## src/hw/rtl/ppd_pkg.sv

```systemverilog
// shared types and constants for the preamble packet deframer
package ppd_pkg;

  localparam int unsigned BYTE_W     = 8;
  localparam int unsigned CODE_W     = 3;
  localparam int unsigned CFG_IDX_W  = 2;
  localparam logic [BYTE_W-1:0] LEN_OFFSET = 8'd6;

  typedef enum logic [2:0] {
    ST_PRE1 = 3'd0,
    ST_PRE2 = 3'd1,
    ST_PRE3 = 3'd2,
    ST_CSUM = 3'd3,
    ST_LEN  = 3'd4,
    ST_TYPE = 3'd5,
    ST_DATA = 3'd6,
    ST_HUNT = 3'd7
  } parse_state_t;

  typedef enum logic [CODE_W-1:0] {
    ERR_PRE1   = 3'd0,
    ERR_PRE2   = 3'd1,
    ERR_PRE3   = 3'd2,
    ERR_CSUM   = 3'd3,
    ERR_LENGTH = 3'd4
  } err_code_t;

  typedef enum logic [CFG_IDX_W-1:0] {
    REG_PREAMBLE_FIRST  = 2'd0,
    REG_PREAMBLE_SECOND = 2'd1,
    REG_PREAMBLE_THIRD  = 2'd2
  } cfg_reg_t;

  // one result item, tdata fields plus packet_end
  typedef struct packed {
    logic              packet_end;
    logic [CODE_W-1:0] error_code;
    logic              error_flag;
    logic [BYTE_W-1:0] payload_length;
    logic [BYTE_W-1:0] packet_type;
    logic              packet_ok;
    logic [BYTE_W-1:0] byte_index;
    logic [BYTE_W-1:0] data_byte;
    logic              has_data;
  } result_t;

  localparam int unsigned OUT_FIELDS_W = $bits(result_t) - 1;
  localparam int unsigned OUT_TDATA_W  = ((OUT_FIELDS_W + 7) / 8) * 8;

endpackage

```

## src/hw/rtl/preamble_packet_deframer.sv

```systemverilog
// preamble packet deframer top level: parser state machine and output skid stage
//
// channel   dir  handshake                    content
// s_axis    in   s_axis_tvalid/tready         tdata = rx_byte
// m_axis    out  m_axis_tvalid/tready         tdata = result fields, tlast = packet_end
// cfg       in   cfg_we                       cfg_index selects preamble register
//
// a byte is taken each cycle while s_axis_tready is high; results are registered
// the parser state updates at the same edge that takes the byte
// rst resets the parser and the preamble registers and empties both output stages
// a stalled result sits in the output register; one more goes to the skid
// stage, and s_axis_tready falls only while the skid stage is full
module preamble_packet_deframer (
  input  logic                                 clk,
  input  logic                                 rst,
  input  logic                                 s_axis_tvalid,
  output logic                                 s_axis_tready,
  input  logic [ppd_pkg::BYTE_W-1:0]           s_axis_tdata,  // [7:0] rx_byte
  output logic                                 m_axis_tvalid,
  input  logic                                 m_axis_tready,
  // [0] has_data, [8:1] data_byte, [16:9] byte_index, [17] packet_ok,
  // [25:18] packet_type, [33:26] payload_length, [34] error_flag,
  // [37:35] error_code, [39:38] zero
  output logic [ppd_pkg::OUT_TDATA_W-1:0]      m_axis_tdata,
  output logic                                 m_axis_tlast,  // packet_end
  input  logic                                 cfg_we,
  input  logic [ppd_pkg::CFG_IDX_W-1:0]        cfg_index,
  input  logic [ppd_pkg::BYTE_W-1:0]           cfg_data
);

  logic [ppd_pkg::BYTE_W-1:0] preamble_first;
  logic [ppd_pkg::BYTE_W-1:0] preamble_second;
  logic [ppd_pkg::BYTE_W-1:0] preamble_third;

  ppd_pkg::parse_state_t      state, state_next;
  logic [ppd_pkg::BYTE_W-1:0] expected_checksum, expected_checksum_next;
  logic [ppd_pkg::BYTE_W-1:0] running_xor, running_xor_next;
  logic [ppd_pkg::BYTE_W-1:0] payload_count, payload_count_next;
  logic [ppd_pkg::BYTE_W-1:0] payload_total, payload_total_next;
  logic [ppd_pkg::BYTE_W-1:0] current_type, current_type_next;

  ppd_pkg::result_t res;
  logic             res_valid;
  logic             accept;
  logic [ppd_pkg::BYTE_W-1:0] rx_byte;
  logic [ppd_pkg::BYTE_W-1:0] xor_folded;
  logic [ppd_pkg::BYTE_W-1:0] count_inc;

  ppd_pkg::result_t out_res;
  logic             out_valid;
  ppd_pkg::result_t skid_res;
  logic             skid_valid;

  assign rx_byte       = s_axis_tdata;
  assign s_axis_tready = !skid_valid;
  assign accept        = s_axis_tvalid && s_axis_tready;
  assign xor_folded    = running_xor ^ rx_byte;
  assign count_inc     = payload_count + 8'd1;

  // preamble registers
  always_ff @(posedge clk) begin
    if (rst) begin
      preamble_first  <= 8'd3;
      preamble_second <= 8'd239;
      preamble_third  <= 8'd175;
    end else if (cfg_we) begin
      unique case (cfg_index)
        ppd_pkg::REG_PREAMBLE_FIRST:  preamble_first  <= cfg_data;
        ppd_pkg::REG_PREAMBLE_SECOND: preamble_second <= cfg_data;
        ppd_pkg::REG_PREAMBLE_THIRD:  preamble_third  <= cfg_data;
        default: ;
      endcase
    end
  end

  // parser state
  always_ff @(posedge clk) begin
    if (rst) begin
      state             <= ppd_pkg::ST_PRE1;
      expected_checksum <= '0;
      running_xor       <= '0;
      payload_count     <= '0;
      payload_total     <= '0;
      current_type      <= '0;
    end else if (accept) begin
      state             <= state_next;
      expected_checksum <= expected_checksum_next;
      running_xor       <= running_xor_next;
      payload_count     <= payload_count_next;
      payload_total     <= payload_total_next;
      current_type      <= current_type_next;
    end
  end

  always_comb begin
    state_next             = state;
    expected_checksum_next = expected_checksum;
    running_xor_next       = running_xor;
    payload_count_next     = payload_count;
    payload_total_next     = payload_total;
    current_type_next      = current_type;
    res                    = '0;
    res_valid              = 1'b0;
    unique case (state)
      ppd_pkg::ST_PRE1: begin
        if (rx_byte == preamble_first) begin
          state_next = ppd_pkg::ST_PRE2;
        end else begin
          res_valid      = 1'b1;
          res.error_flag = 1'b1;
          res.error_code = ppd_pkg::ERR_PRE1;
          state_next     = ppd_pkg::ST_HUNT;
        end
      end
      ppd_pkg::ST_PRE2: begin
        if (rx_byte == preamble_second) begin
          state_next = ppd_pkg::ST_PRE3;
        end else begin
          res_valid      = 1'b1;
          res.error_flag = 1'b1;
          res.error_code = ppd_pkg::ERR_PRE2;
          state_next     = ppd_pkg::ST_HUNT;
        end
      end
      ppd_pkg::ST_PRE3: begin
        if (rx_byte == preamble_third) begin
          state_next = ppd_pkg::ST_CSUM;
        end else begin
          res_valid      = 1'b1;
          res.error_flag = 1'b1;
          res.error_code = ppd_pkg::ERR_PRE3;
          state_next     = ppd_pkg::ST_HUNT;
        end
      end
      ppd_pkg::ST_CSUM: begin
        expected_checksum_next = rx_byte;
        state_next             = ppd_pkg::ST_LEN;
      end
      ppd_pkg::ST_LEN: begin
        if (rx_byte >= ppd_pkg::LEN_OFFSET) begin
          payload_total_next = rx_byte - ppd_pkg::LEN_OFFSET;
          running_xor_next   = preamble_first ^ preamble_second ^ preamble_third ^ rx_byte;
          state_next         = ppd_pkg::ST_TYPE;
        end else begin
          res_valid      = 1'b1;
          res.error_flag = 1'b1;
          res.error_code = ppd_pkg::ERR_LENGTH;
          state_next     = ppd_pkg::ST_HUNT;
        end
      end
      ppd_pkg::ST_TYPE: begin
        current_type_next  = rx_byte;
        running_xor_next   = xor_folded;
        payload_count_next = '0;
        if (payload_total != '0) begin
          state_next = ppd_pkg::ST_DATA;
        end else begin
          res_valid          = 1'b1;
          res.packet_end     = 1'b1;
          res.packet_type    = rx_byte;
          res.payload_length = payload_total;
          if (xor_folded == expected_checksum) begin
            res.packet_ok = 1'b1;
            state_next    = ppd_pkg::ST_PRE1;
          end else begin
            res.error_flag = 1'b1;
            res.error_code = ppd_pkg::ERR_CSUM;
            state_next     = ppd_pkg::ST_HUNT;
          end
        end
      end
      ppd_pkg::ST_DATA: begin
        res_valid          = 1'b1;
        res.has_data       = 1'b1;
        res.data_byte      = rx_byte;
        res.byte_index     = payload_count;
        res.packet_type    = current_type;
        res.payload_length = payload_total;
        running_xor_next   = xor_folded;
        payload_count_next = count_inc;
        if (count_inc >= payload_total) begin
          res.packet_end = 1'b1;
          if (xor_folded == expected_checksum) begin
            res.packet_ok = 1'b1;
            state_next    = ppd_pkg::ST_PRE1;
          end else begin
            res.error_flag = 1'b1;
            res.error_code = ppd_pkg::ERR_CSUM;
            state_next     = ppd_pkg::ST_HUNT;
          end
        end
      end
      ppd_pkg::ST_HUNT: begin
        if (rx_byte == preamble_first) begin
          state_next = ppd_pkg::ST_PRE2;
        end
      end
      default: state_next = ppd_pkg::ST_HUNT;
    endcase
  end

  // output register and skid stage
  always_ff @(posedge clk) begin
    if (rst) begin
      out_valid  <= 1'b0;
      skid_valid <= 1'b0;
    end else if (m_axis_tready || !out_valid) begin
      if (skid_valid) begin
        out_valid  <= 1'b1;
        skid_valid <= 1'b0;
      end else begin
        out_valid <= accept && res_valid;
      end
    end else if (accept && res_valid) begin
      skid_valid <= 1'b1;
    end
  end

  always_ff @(posedge clk) begin
    if (m_axis_tready || !out_valid) begin
      out_res <= skid_valid ? skid_res : res;
    end
    if (!(m_axis_tready || !out_valid) && !skid_valid) begin
      skid_res <= res;
    end
  end

  assign m_axis_tvalid = out_valid;
  assign m_axis_tlast  = out_res.packet_end;
  assign m_axis_tdata  = {{(ppd_pkg::OUT_TDATA_W - ppd_pkg::OUT_FIELDS_W){1'b0}},
                          out_res[ppd_pkg::OUT_FIELDS_W-1:0]};

  // skid stage only fills behind a held output
  a_skid_behind_out: assert property (@(posedge clk) disable iff (rst)
    skid_valid |-> out_valid)
    else $error("skid stage full with output register empty");

  // framing errors leave the parser hunting
  a_error_hunts: assert property (@(posedge clk) disable iff (rst)
    accept && res_valid && res.error_flag |=> state == ppd_pkg::ST_HUNT)
    else $error("error result without hunt state");

  // checksum failure always closes a packet and is never accepted
  a_csum_closes: assert property (@(posedge clk) disable iff (rst)
    res_valid && res.error_flag && res.error_code == ppd_pkg::ERR_CSUM
    |-> res.packet_end && !res.packet_ok)
    else $error("checksum error outside packet end");

  // payload index stays inside the packet
  a_index_range: assert property (@(posedge clk) disable iff (rst)
    res_valid && res.has_data |-> res.byte_index < res.payload_length)
    else $error("payload index beyond packet length");

  // a good packet returns the parser to the first preamble
  a_ok_restarts: assert property (@(posedge clk) disable iff (rst)
    accept && res_valid && res.packet_ok |=> state == ppd_pkg::ST_PRE1)
    else $error("accepted packet did not restart parser");

endmodule
```

## config.mk

```make
export PLATFORM = sky130hd
export DESIGN_NAME = preamble_packet_deframer
export DESIGN_NICKNAME = d
export VERILOG_FILES = /design/src/hw/rtl/ppd_pkg.sv /design/src/hw/rtl/preamble_packet_deframer.sv
export SDC_FILE = /design/constraint.sdc
export NUM_CORES = 1
export LEC_CHECK = 0
export ABC_AREA = 1
export BUFFER_PORTS_ARGS = -buffer_cell sky130_fd_sc_hd__buf_2
export CAP_MARGIN = 20
export CELL_PAD_IN_SITES_DETAIL_PLACEMENT = 1
export CELL_PAD_IN_SITES_GLOBAL_PLACEMENT = 1
export CORE_MARGIN = 2
export CORE_UTILIZATION = 40
export CTS_CLUSTER_SIZE = 30
export DETAILED_ROUTE_END_ITERATION = 10
export PLACE_DENSITY_LB_ADDON = 0.3
export SLEW_MARGIN = 25
export SYNTH_ARGS = -nofsm -noshare
export SYNTH_HDL_FRONTEND = slang
export SYNTH_SLANG_ARGS = --single-unit
```

## constraint.sdc

```tcl
create_clock -name clk -period 3.42 [get_ports clk]
set_input_delay 0.342 -clock clk [delete_from_list [all_inputs] [get_ports clk]]
set_output_delay 0.342 -clock clk [all_outputs]
set_load 0.02 [all_outputs]
```

**Word-level counts from Yosys, hierarchy flattened**

Index checks and enable logic that the tools add are counted.

- $lt $le $gt $ge: 2
- Bitwise logic cells: 4
- Multiplexer cells: 33
- Eq/ne operators: 16
- Reductions and logical operators: 23
- $add $sub $neg: 2

Operators with widths:

| kind | count |
|---|---|
| $mux 39 | 1 |
| $pmux 17 s2 | 1 |
| $eq 8x8->1 | 4 |
| $pmux 8 s2 | 2 |
| $xor 8x8->8 | 4 |
| $mux 3 | 9 |
| $pmux 3 s8 | 1 |
| $pmux 4 s6 | 1 |
| $mux 22 | 1 |
| $mux 17 | 1 |
| $eq 3x3->1 const B | 4 |
| $reduce_and 2->1 | 6 |
| $mux 1 | 9 |
| $reduce_and 3->1 | 3 |
| $add 8x1->8 const B | 1 |
| $ge 8x3->1 const B | 1 |
| $ge 8x8->1 | 1 |
| $mux 8 | 1 |
| $reduce_bool 8->1 | 1 |
| $sub 8x3->8 const B | 1 |
| $eq 3x2->1 const B | 2 |
| $ne 2x2->1 const B | 3 |
| $pmux 1 s6 | 1 |
| $mux 5 | 1 |
| other kinds (13) | 20 |

- Input bits: 23
- Word-level logic and storage cells: 109
- Register bits: 147

**Logic depth before layout (Yosys ltp)**

- Depth after elaboration: 6
- Gate-level depth with buffers: 18

**Worst setup path before layout**

No wires, ideal clock.

- Path kind: reg2reg
- From: register out_valid, in the netlist m_axis_tvalid
- To: register skid_res[0] (netlist name), enable pin
- Setup time: 0.435 ns
- Data required time: 2.985 ns
- Data arrival time: 2.914 ns
- Path slack: 0.071 ns
- Stages on the path, launching flop included: 5
- Clock period less this slack: 3.349 ns
- Cells stage by stage: dfxtp_1 inv_1 nor2_1 inv_1 nor2_1

- Cells in the longest elaborated chain, start to end: 4

Ends and longest elaborated chain:

| item | RTL line | RTL |
|---|---|---|
| from (decl) | preamble_packet_deframer.sv:50 | `logic out_valid;` |
| from (signal assigned) | preamble_packet_deframer.sv:212 | `out_valid <= accept && res_valid;` |
| $logic_not 1->1 | preamble_packet_deframer.sv:223 | `if (!(m_axis_tready \|\| !out_valid) && !skid_valid) begin` |
| $logic_or 1x1->1 | preamble_packet_deframer.sv:223 |  |
| $logic_not 1->1 | preamble_packet_deframer.sv:223 |  |
| $logic_and 1x1->1 | preamble_packet_deframer.sv:223 |  |
| to (signal assigned) | preamble_packet_deframer.sv:224 | `skid_res <= res;` |
| to (decl) | preamble_packet_deframer.sv:51 | `ppd_pkg::result_t skid_res;` |

No other way between the ends.
A chain may end at the register's enable or synchronous reset.

==> impl_metrics.ini <==
[sta]
period_needed_ps = 2640
skew_ps = 7.84
max_slew_margin = 0.548
finalSetupViolations = 0
slew_viol_final = 0
rsz0062_at_grt = false
holdWs_ps = 167
finalSetupTns_ps = 0
finalHoldViolCount = 0
worstMarginPinSlew_ps = 673
period_share = 0.772
max_clock_freq_ghz = 0.379

[cts]
clock_path_buffers = 2
cts_setup_buffers = 0
path_clk_slew_ps = 60
clock_latency_ps = 420
cts_buffers = 17
cts_root_buffer = clkbuf_16
tritoncts = done
ctsResizeCount = 0
h-tree-depth = 4
cts_hold_buf = 0
cts_num_sinks = 147

[logic_synthesis]
synthCells = 870
syn_area_per_cell_um2 = 8.23
synth.distinct_cells = 37
ys_ff_latch = 147
ys_warn_count = 0
ys_async_sr_fraction = 0
syn_area_mm2 = 0.00716
synth_seq_area_share = 0.520
synth_ff_type = edfxtp_1
synth_enable_flop_cells = 78

[layout]
fillers = 2129
layout_commonest_cell = nand2_1
area_growth_syn_to_layout_pct = 15.4
finalNetCount = 962
antenna_cells = 0
multiInputGateArea_mm2 = 0.00294
final_cell_mix = nand2_1, edfxtp_1, dfxtp_1
seq_area_mm2 = 0.00372
drive_gt1_frac = 0.180

[placement]
io_buffers = 63
place_hpwl_um = 13500
place_congestion = 0.823

[worst_setup_path]
slowest_stage = dfxtp_1
setup.worst_path.end_class = flip-flop
reg2reg_to = m_axis_tdata[17]
path_depth = 17
cp_top_family = simple AND/OR/NAND/NOR gates
slowest_delay_ps = 420
cp_cell_sequence = inv_1, nor3_2, nand4_1, nor2_1, nand2_1, nand2_1, inv_1, ha_1, nand2_1, inv_1, nor2_1, o21a_1, nand4_1, nand2_1, nor2_2, nand2_1, nand2_1
crit_fanout = 5
crit_buf_inv = 3
worstPathArrival_ps = 2820
crit_path_start_kind = flip-flop
critPathKind = flip-flop to flip-flop
path_common_cell = nand2_1
cp_data_required_time_ps = 3590
r2r_setup_slack_ps = 780
ff2ff_path_depth = 17
crit-reg2reg-launch = payload_count[0]

[drt]
postRouteAntennaNets = 0
drc = 0
vias_per_cell = 5.08
post_drt_wl_per_cell_um = 16.4
vias = 5934
drtIter0Drc = 247
drtPass1Iterations = 4
wirelength_um = 19200

[pwr]
cellPowerDensity_mw_per_mm2 = 557
p_leak_nw = 3.67
ir_drop_mv = 0.363

[floorplan]
fp.dieH_um = 138
placementRows = 48
coreArea_mm2 = 0.0174
io_pins = 66
die_w_um = 138
start_util = 0.411
dieArea_mm2 = 0.0190

[grt]
grt_pass1_wl_um = 30900
grt_max_degree = 60
antenna_found_initial = 0
grt_usage = 0.214
grt-ovfl-total = 0
grt_pass1_vias = 5933

[run]
drv_cap = 0

[worst_hold_path]
hold_depth = 3
min_path_type = input port to flip-flop
hold_end = preamble_second[2]
hold_start = cfg_data[2]

[run_status]
outcome = complete, no violations
-- through the flow --
stage                      util  cell area [um^2]  std cells  worst slack [ps]  power, mW
after floorplan               -              7170        871              71.3       2.53
after global placement    0.441              7670       1135               910       2.70
after detailed placement  0.441              7670       1135               803       2.73
after CTS                 0.475              8270       1167               792       4.64
after global routing      0.475              8270       1167               533       4.81
final                     0.475              8270       1167               779       4.61
-- metal layers --
metal | share of wire | GRT usage
met1 | 0.44 | 0.263
met2 | 0.51 | 0.382
met3 | 0.031 | 0.0364
met4 | 0.015 | 0.0692
met5 | 0 | 0
-- worst max path at each step --
stage | startpoint | to
5_1_grt | payload_count[0] | state[1]
4_1_cts | payload_count[0] | m_axis_tdata[17]
6_report | payload_count[0] | m_axis_tdata[17]
3_5_place_dp | payload_count[0] | m_axis_tdata[17]
3_3_place_gp | payload_count[0] | m_axis_tdata[17]
2_1_floorplan | m_axis_tvalid | skid_res[0]
-- worst register-to-register path, stage by stage (launching register included) --
cell and delay (ps):
dfxtp_1 420, inv_1 110, nor3_2 280, nand4_1 190, nor2_1 140, nand2_1 60
nand2_1 60, inv_1 50, ha_1 290, nand2_1 60, inv_1 30, nor2_1 90
o21a_1 150, nand4_1 150, nand2_1 150, nor2_2 50, nand2_1 50, nand2_1 60
-- logic make-up after synthesis --
| family | share of synthesized area |
|---|---|
| buffers and inverters | 0.0713 |
| other | 0.000523 |
| flip-flops | 0.520 |
| adder cells (fa/ha/maj) | 0.0175 |
| XOR/XNOR | 0.0330 |
| AND/OR/NAND/NOR | 0.257 |
| AO/OA/AOI/OAI | 0.101 |
-- layout make-up --
class,count,share of cell area
clock buffer,18,0.0519
clock inverter,14,0.0201
inverter,88,0.0415
multi-input combinational,603,0.356
sequential,147,0.450
tap,225,0.0340
timing repair buffer,72,0.0463
-- registers in the layout, summed over array words and instances (netlist names) --
| register | flops |
|---|---|
| payload_total | 8 |
| m_axis_tdata | 38 |
| preamble_first | 8 |
| state | 3 |
| m_axis_tlast | 1 |
| running_xor | 8 |
| payload_count | 8 |
| preamble_third | 8 |
| skid_res | 39 |
| preamble_second | 8 |
| current_type | 8 |
| skid_valid | 1 |
| expected_checksum | 8 |
| m_axis_tvalid | 1 |
-- synth_stat cells, types with 14 or more instances --
master | count | area share
nand2_1 | 307 | 0.16
edfxtp_1 | 78 | 0.33
dfxtp_1 | 69 | 0.19
inv_1 | 68 | 0.036
a21oi_1 | 55 | 0.038
o21ai_0 | 54 | 0.038
nor2_1 | 42 | 0.022
nor2_2 | 25 | 0.022
nand3_1 | 23 | 0.016
xnor2_1 | 16 | 0.020
inv_2 | 15 | 0.0079
clkbuf_1 | 14 | 0.0073
-- power by group --
group	internal (mW)	leakage, nW	total, mW	switching (mW)
clock	1.10	0.288	1.92	0.817
sequential	2.00	1.38	2.06	0.0613
combinational	0.191	2.00	0.631	0.441
(Power assumes the default switching activity.)
